==> src/rtl/u2u8_pkg.sv <==
`default_nettype none

package u2u8_pkg;

    localparam int QueueDepth = 4;
    localparam int QueuePtrW  = $clog2(QueueDepth);

    localparam logic [20:0] ReplCp = 21'h00FFFD;

    // Positions of a byte within the encoding of one code point.
    localparam logic [1:0] IdxLead  = 2'd0;
    localparam logic [1:0] IdxOne   = 2'd1;
    localparam logic [1:0] IdxTwo   = 2'd2;
    localparam logic [1:0] IdxThree = 2'd3;

    typedef struct packed {
        logic [15:0] code_unit;
        logic        last_unit;
    } t_in_item;

    typedef struct packed {
        logic [7:0] out_byte;
        logic       run_end;
        logic       string_end;
    } t_out_item;

    // One unit of work for the byte sequencer: an optional replacement
    // character, then an optional code point, then the string flag.
    typedef struct packed {
        logic        repl_first;
        logic        has_cp;
        logic [20:0] cp;
        logic        last_unit;
    } t_job;

    // Index of the final byte of the UTF-8 form of a code point.
    function automatic logic [1:0] utf8_last_idx(input logic [20:0] cp);
        logic [1:0] r;
        if (cp < 21'h80) begin
            r = IdxLead;
        end else if (cp < 21'h800) begin
            r = IdxOne;
        end else if (cp < 21'h10000) begin
            r = IdxTwo;
        end else begin
            r = IdxThree;
        end
        return r;
    endfunction

    // Byte number idx of the UTF-8 form of a code point.
    function automatic logic [7:0] utf8_byte(input logic [20:0] cp, input logic [1:0] idx);
        logic [1:0] lidx;
        logic [1:0] k;
        logic [7:0] r;
        lidx = utf8_last_idx(cp);
        k    = lidx - idx;
        if (idx == IdxLead) begin
            unique case (lidx)
                IdxLead:  r = {1'b0, cp[6:0]};
                IdxOne:   r = {3'b110, cp[10:6]};
                IdxTwo:   r = {4'b1110, cp[15:12]};
                default:  r = {5'b11110, cp[20:18]};
            endcase
        end else begin
            unique case (k)
                2'd0:    r = {2'b10, cp[5:0]};
                2'd1:    r = {2'b10, cp[11:6]};
                default: r = {2'b10, cp[17:12]};
            endcase
        end
        return r;
    endfunction

endpackage

`default_nettype wire

==> src/rtl/utf16_to_utf8_encoder_unit.sv <==
// UTF-16 to UTF-8 encoder.
// Input channel (i_in_valid, i_in_data, o_in_stall): one transaction carries one
// UTF-16 code unit and a flag that marks the final unit of a string.
// Output channel (o_out_valid, o_out_data, i_out_stall): one transaction carries
// one UTF-8 byte, with run_end on the final byte caused by an input transaction and
// string_end on the final byte of the string.
// The first byte of a unit passes through the job queue and then the output register
// before it is offered.
// Throughput: one byte per cycle while the receiver does not stall, set by the single
// output byte sequencer. A unit causes one to three bytes for a BMP character, four
// for a surrogate pair (counted on its low half), up to six when a dangling high
// surrogate adds U+FFFD. A held high surrogate causes no output byte.
// A four-entry job queue sits between the classifier and the sequencer, so input
// is taken while output is stalled until the queue fills; o_in_stall is high
// exactly when the queue is full.
// Reset (synchronous, active low) drops any held surrogate, empties the queue and
// clears the output valid flag. While the receiver stalls, the output transaction
// holds steady and the sequencer waits.

`default_nettype none

module utf16_to_utf8_encoder_unit (
    input  wire logic                i_clk,
    input  wire logic                i_rst_n,
    input  wire logic                i_in_valid,
    input  wire u2u8_pkg::t_in_item  i_in_data,
    output logic                     o_in_stall,
    output logic                     o_out_valid,
    output u2u8_pkg::t_out_item      o_out_data,
    input  wire logic                i_out_stall
);

    logic           in_accept;
    logic           push;
    logic           pop;
    logic           q_full;
    logic           q_empty;
    u2u8_pkg::t_job front_job;
    u2u8_pkg::t_job head_job;

    // The queue being full is the only reason to refuse a unit.
    assign o_in_stall = q_full;
    assign in_accept  = i_in_valid && !q_full;

    // The front classifies each unit and tracks a held high surrogate.
    u2u8_front u_front (
        .i_clk    (i_clk),
        .i_rst_n  (i_rst_n),
        .i_accept (in_accept),
        .i_item   (i_in_data),
        .o_push   (push),
        .o_job    (front_job)
    );

    u2u8_queue u_queue (
        .i_clk    (i_clk),
        .i_rst_n  (i_rst_n),
        .i_push   (push),
        .i_job    (front_job),
        .i_pop    (pop),
        .o_full   (q_full),
        .o_empty  (q_empty),
        .o_head   (head_job)
    );

    // The back walks the bytes of each job into the output register.
    u2u8_back u_back (
        .i_clk       (i_clk),
        .i_rst_n     (i_rst_n),
        .i_empty     (q_empty),
        .i_head      (head_job),
        .o_pop       (pop),
        .o_out_valid (o_out_valid),
        .o_out_data  (o_out_data),
        .i_out_stall (i_out_stall)
    );

endmodule

`default_nettype wire

==> src/rtl/u2u8_front.sv <==
`default_nettype none

module u2u8_front (
    input  wire logic              i_clk,
    input  wire logic              i_rst_n,
    input  wire logic              i_accept,
    input  wire u2u8_pkg::t_in_item i_item,
    output logic                   o_push,
    output u2u8_pkg::t_job         o_job
);

    logic       r_pending;
    logic [9:0] r_high_bits;
    logic       n_pending;
    logic [9:0] n_high_bits;

    logic is_high;
    logic is_low;

    assign is_high = (i_item.code_unit[15:10] == 6'b110110);
    assign is_low  = (i_item.code_unit[15:10] == 6'b110111);

    always_comb begin
        o_job.repl_first = 1'b0;
        o_job.has_cp     = 1'b0;
        o_job.cp         = u2u8_pkg::ReplCp;
        o_job.last_unit  = i_item.last_unit;
        n_pending        = 1'b0;
        n_high_bits      = r_high_bits;
        if (r_pending && is_low) begin
            o_job.has_cp = 1'b1;
            o_job.cp     = 21'h10000 + {1'b0, r_high_bits, i_item.code_unit[9:0]};
        end else begin
            // A held high surrogate that is not completed becomes U+FFFD.
            o_job.repl_first = r_pending;
            if (is_high) begin
                if (i_item.last_unit) begin
                    o_job.has_cp = 1'b1;
                end else begin
                    n_pending   = 1'b1;
                    n_high_bits = i_item.code_unit[9:0];
                end
            end else if (is_low) begin
                o_job.has_cp = 1'b1;
            end else begin
                o_job.has_cp = 1'b1;
                o_job.cp     = {5'd0, i_item.code_unit};
            end
        end
        o_push = i_accept && (o_job.repl_first || o_job.has_cp);
    end

    always_ff @(posedge i_clk) begin
        if (!i_rst_n) begin
            r_pending <= 1'b0;
        end else if (i_accept) begin
            r_pending <= n_pending;
        end
    end

    always_ff @(posedge i_clk) begin
        if (i_accept) begin
            r_high_bits <= n_high_bits;
        end
    end

endmodule

`default_nettype wire

==> src/rtl/u2u8_queue.sv <==
`default_nettype none

module u2u8_queue (
    input  wire logic           i_clk,
    input  wire logic           i_rst_n,
    input  wire logic           i_push,
    input  wire u2u8_pkg::t_job i_job,
    input  wire logic           i_pop,
    output logic                o_full,
    output logic                o_empty,
    output u2u8_pkg::t_job      o_head
);

    u2u8_pkg::t_job r_mem [u2u8_pkg::QueueDepth];

    logic [u2u8_pkg::QueuePtrW-1:0] r_wr_ptr;
    logic [u2u8_pkg::QueuePtrW-1:0] r_rd_ptr;
    logic [u2u8_pkg::QueuePtrW:0]   r_count;

    logic do_push;
    logic do_pop;

    assign o_full  = (r_count == (u2u8_pkg::QueuePtrW + 1)'(u2u8_pkg::QueueDepth));
    assign o_empty = (r_count == '0);
    assign o_head  = r_mem[r_rd_ptr];
    assign do_push = i_push && !o_full;
    assign do_pop  = i_pop && !o_empty;

    always_ff @(posedge i_clk) begin
        if (do_push) begin
            r_mem[r_wr_ptr] <= i_job;
        end
    end

    always_ff @(posedge i_clk) begin
        if (!i_rst_n) begin
            r_wr_ptr <= '0;
            r_rd_ptr <= '0;
            r_count  <= '0;
        end else begin
            if (do_push) begin
                r_wr_ptr <= r_wr_ptr + 1'b1;
            end
            if (do_pop) begin
                r_rd_ptr <= r_rd_ptr + 1'b1;
            end
            if (do_push && !do_pop) begin
                r_count <= r_count + 1'b1;
            end else if (do_pop && !do_push) begin
                r_count <= r_count - 1'b1;
            end
        end
    end

endmodule

`default_nettype wire

==> src/rtl/u2u8_back.sv <==
`default_nettype none

module u2u8_back (
    input  wire logic           i_clk,
    input  wire logic           i_rst_n,
    input  wire logic           i_empty,
    input  wire u2u8_pkg::t_job i_head,
    output logic                o_pop,
    output logic                o_out_valid,
    output u2u8_pkg::t_out_item o_out_data,
    input  wire logic           i_out_stall
);

    // r_main: the replacement part of the job is done.
    logic       r_main;
    logic [1:0] r_idx;
    logic       r_out_valid;
    u2u8_pkg::t_out_item r_out_data;

    logic        advance;
    logic        in_main;
    logic [20:0] cur_cp;
    logic        cp_done;
    logic        job_done;
    u2u8_pkg::t_out_item n_out_data;

    assign advance  = !r_out_valid || !i_out_stall;
    assign in_main  = r_main || !i_head.repl_first;
    assign cur_cp   = in_main ? i_head.cp : u2u8_pkg::ReplCp;
    assign cp_done  = (r_idx == u2u8_pkg::utf8_last_idx(cur_cp));
    assign job_done = cp_done && (in_main || !i_head.has_cp);
    assign o_pop    = advance && !i_empty && job_done;

    always_comb begin
        n_out_data.out_byte   = u2u8_pkg::utf8_byte(cur_cp, r_idx);
        n_out_data.run_end    = job_done;
        n_out_data.string_end = job_done && i_head.last_unit;
    end

    always_ff @(posedge i_clk) begin
        if (!i_rst_n) begin
            r_main      <= 1'b0;
            r_idx       <= u2u8_pkg::IdxLead;
            r_out_valid <= 1'b0;
        end else if (advance) begin
            r_out_valid <= !i_empty;
            if (!i_empty) begin
                if (job_done) begin
                    r_main <= 1'b0;
                    r_idx  <= u2u8_pkg::IdxLead;
                end else if (cp_done) begin
                    r_main <= 1'b1;
                    r_idx  <= u2u8_pkg::IdxLead;
                end else begin
                    r_idx  <= r_idx + 1'b1;
                end
            end
        end
    end

    always_ff @(posedge i_clk) begin
        if (advance) begin
            r_out_data <= n_out_data;
        end
    end

    assign o_out_valid = r_out_valid;
    assign o_out_data  = r_out_data;

endmodule

`default_nettype wire
==> config.mk <==
export PLATFORM = sky130hd
export DESIGN_NAME = utf16_to_utf8_encoder_unit
export DESIGN_NICKNAME = d
export VERILOG_FILES = /design/src/rtl/u2u8_pkg.sv /design/src/rtl/utf16_to_utf8_encoder_unit.sv /design/src/rtl/u2u8_front.sv /design/src/rtl/u2u8_queue.sv /design/src/rtl/u2u8_back.sv
export SDC_FILE = /design/constraint.sdc
export NUM_CORES = 1
export LEC_CHECK = 0
export ABC_AREA = 1
export BUFFER_PORTS_ARGS = -buffer_cell sky130_fd_sc_hd__clkbuf_2
export CORE_UTILIZATION = 55
export CTS_BUF_LIST = sky130_fd_sc_hd__clkbuf_4 sky130_fd_sc_hd__clkbuf_8
export CTS_CLUSTER_SIZE = 28
export DETAILED_ROUTE_END_ITERATION = 16
export PLACE_DENSITY = 0.73
export SYNTH_ARGS = -nofsm -noshare
export SYNTH_HDL_FRONTEND = slang
export SYNTH_SLANG_ARGS = --single-unit
==> constraint.sdc <==
create_clock -name i_clk -period 10.75 [get_ports i_clk]
set_input_delay 2.15 -clock i_clk [delete_from_list [all_inputs] [get_ports i_clk]]
set_output_delay 2.15 -clock i_clk [all_outputs]
set_load 0.03 [all_outputs]
==> impl_metrics.py <==
metrics = {
    "yosys": {
        "yosysUniqueCellTypes": 34,
        "synth_cells": 570,
        "synth_area_mm2": 0.00590,
        "yosysSeqAreaShare_pct": 63.8,
        "synthesis.nets": 605,
        "avgSynthCellArea_um2": 10.3,
        "ys_warn_count": 0,
        "ys_ff_latch": 130,
    },
    "clock_network": {
        "holdBufCountCts": 0,
        "cts-root-buf": "clkbuf_8",
        "cts_tree": "done",
        "htreeDepth": 4,
        "cts_num_sinks": 130,
        "post_cts_buffers": 0,
        "post_cts_resized": 0,
        "clk_transition_reported_paths_ps": 80,
        "insertion_delay_ps": 430,
        "cts_buffers": 17,
        "clockBufferDepth": 2,
    },
    "grt": {
        "antenna_found_initial": 0,
        "grt_max_degree": 51,
        "grt_pass1_vias": 4080,
        "grt_pass1_wl_um": 20800,
        "overflow": 0,
        "grtUsageTotal_pct": 24.8,
    },
    "sta": {
        "hold_violations": 0,
        "slew_violations": 0,
        "finClkSkew_ps": 9.65,
        "fin_crit_ps": 4730,
        "slew_headroom_pct": 26.6,
        "period_share_pct": 44.0,
        "fmax_ghz": 0.211,
        "fin_tns_setup_ps": 0,
        "timing.hold.ws_ps": 501,
        "setup_viol": 0,
        "grt_setup_unrepaired": "false",
        "worst_pin_slew_ps": 1100,
    },
    "worst_setup_path": {
        "worst_setup_path_end_kind": "flip-flop",
        "startpoint_type": "flip-flop",
        "crit_path_max_fanout": 50,
        "crit_type": "flip-flop to flip-flop",
        "crit_arrival_ps": 5090,
        "r2r_setup_slack_ps": 6020,
        "path_buf_inv": 4,
        "max_stage_delay_ps": 440,
        "crit_family": "simple AND/OR/NAND/NOR gates",
        "cp_slowest_cell": "ha_1",
        "crit_required_ps": 11110,
        "cp_cell_sequence": "buf_4, inv_2, buf_4, nand2_1, nand3_1, nand2_1, nand2_2, nand2_1, nor4_1, nand2_1, o21ai_1, ha_1, nand4_2, ha_1, inv_1, fa_1, nor2_1, nor2_1, nand2_1, o21ai_0, a21oi_1",
        "path_common_cell": "nand2_1",
    },
    "power_and_ir_drop": {
        "leakagePower_nw": 2.60,
        "seq_power_share_pct": 47.5,
        "swShare_pct": 30.3,
        "finalPower_mw": 1.30,
        "vdd_drop_max_v": 0.0000933,
        "power_frac_comb_pct": 20.1,
        "p_sw_mw": 0.393,
        "clkPwrFrac_pct": 32.4,
        "power_density_mw_per_mm2": 198,
        "p_int_mw": 0.906,
    },
    "cells_and_area": {
        "final_nets": 640,
        "num-fill-cells": 845,
        "num_antenna_cells": 0,
        "area_delta_synth_final_pct": 11.5,
        "drive_gt1_share_pct": 15.4,
    },
    "die": {
        "coreArea_mm2": 0.0104,
        "initial_utilization_pct": 56.9,
        "dieArea_mm2": 0.0111,
        "num_rows": 37,
        "ios": 33,
        "fp.dieW_um": 106,
        "fp.dieH_um": 106,
    },
    "placed_design": {
        "place_congestion": 0.885,
        "dpl.hpwl_um": 8540,
        "port_buffers": 32,
    },
    "route": {
        "met2_length_um": 6240,
        "routedWlPerCell_um": 17.3,
        "routed.top_layer": "met4",
        "met3_length_um": 844,
        "ant_nets": 0,
        "routed_wirelength_um": 13000,
        "viasPerCell": 5.52,
        "drc_errors": 0,
        "vias": 4153,
        "drtIter0Drc": 358,
        "wl_met1_um": 5660,
        "dr.pass1.iters": 5,
    },
    "run_status": {
        "status": "completed",
    },
    "min_path": {
        "min_path_type": "flip-flop to flip-flop",
    },
    "job": {
        "maxCapViolations": 0,
    },
}
==> cell type report <==
class	count	area [um2]	area share [%]
Sequential cell	130	3760	57.2
Multi-Input combinational cell	352	1790	27.2
Inverter	66	248	3.77
Clock buffer	18	241	3.67
Timing Repair Buffer	38	205	3.12
Tap cell	136	170	2.59
Clock inverter	13	161	2.45
==> cell usage after synthesis, drive strengths merged <==
cell type / count / area, um2
edfxtp: 116 / 3480
nand2: 116 / 440
nor2: 68 / 258
inv: 66 / 248
nand3: 52 / 275
o21ai: 39 / 195
a21oi: 24 / 124
dfxtp: 14 / 280
buf: 13 / 83.8
ha: 13 / 163
or2: 10 / 62.6
clkbuf: 9 / 33.8
o221ai: 9 / 78.8
o22ai: 4 / 25.0
a311o: 3 / 30.0
nor3: 3 / 15.0
nand3b: 2 / 15.0
nand4: 2 / 18.8
a2111oi: 1 / 8.76
and2: 1 / 6.26
fa: 1 / 20.0
nor4: 1 / 6.26
o21bai: 1 / 11.3
o22a: 1 / 8.76
xor2: 1 / 8.76
==> through the flow <==
stage	setup slack, ps	area, um2	utilization (%)	instances
final	6020	6580	63.4	753
after global routing	5580	6580	63.4	753
after CTS	6070	6580	63.4	753
after detailed placement	6110	6170	59.5	722
after global placement	6290	6170	59.5	722
after floorplan	6760	5900	-	570
==> flip-flops by register name (all words and copies together) (netlist names), named ones only <==
signal               flops
u_front.r_pending        1
u_queue.r_wr_ptr         2
u_queue.r_mem           96
u_queue.r_rd_ptr         2
u_back.o_out_valid       1
u_back.r_main            1
u_queue.r_count          3
u_back.o_out_data       10
u_back.r_idx             2
u_front.r_high_bits     10
==> path summary, 6_finish.rpt <==
| kind | to | startpoint | cells past startpoint |
|---|---|---|---|
| worst max register to register | u_queue.r_count[2] | flip-flop | 21 |
| worst max-delay path | u_queue.r_count[2] | flip-flop | 21 |
| worst min-delay path | u_queue.r_wr_ptr[0] | u_queue.r_wr_ptr[0] | 1 |
| worst min register to register | u_queue.r_wr_ptr[0] | u_queue.r_wr_ptr[0] | 1 |
==> placed cells by master (no fill, tap or decap), types with 3 or more instances in the layout <==
cell type	synthesis	final
nor2_2	1	4
nand3_1	49	49
inv_1	60	60
clkbuf_8	0	17
buf_4	0	6
clkinvlp_4	0	5
nand3_2	3	3
inv_2	6	6
nor3_1	3	3
o221ai_1	9	9
bufinv_16	0	3
o21ai_0	34	34
clkbuf_2	0	32
or2_2	9	9
nor2_1	67	63
a21oi_1	23	23
nand2_1	114	114
edfxtp_1	116	116
o22ai_1	4	4
a311o_1	3	3
dfxtp_1	14	14
o21ai_1	5	5
ha_1	13	13
==> routing by layer <==
metal  track usage [%]  vias to the layer above
li1                  -                     2008
met1              32.5                     1959
met2              40.4                      155
met3              6.49                       31
met4              8.23                        0
met5                 0                        -
==> power groups by stage <==
| stage | Combinational [mW] | Sequential, mW | Clock [mW] |
|---|---|---|---|
| 2_1_floorplan | 0.157 | 0.657 | 0 |
| 3_5_place_dp | 0.257 | 0.629 | 0 |
| 3_3_place_gp | 0.256 | 0.627 | 0 |
| 4_1_cts | 0.258 | 0.617 | 0.427 |
| 5_1_grt | 0.288 | 0.621 | 0.446 |
| 6_report | 0.262 | 0.617 | 0.421 |
==> logic make-up after synthesis <==
group,after synthesis,synth area share (%)
simple gates,255,18.6
flops,130,63.8
buf+inv,88,6.19
compound gates,82,8.17
fa+ha+maj,14,3.10
xor+xnor,1,0.148
(Power assumes the default switching activity.)
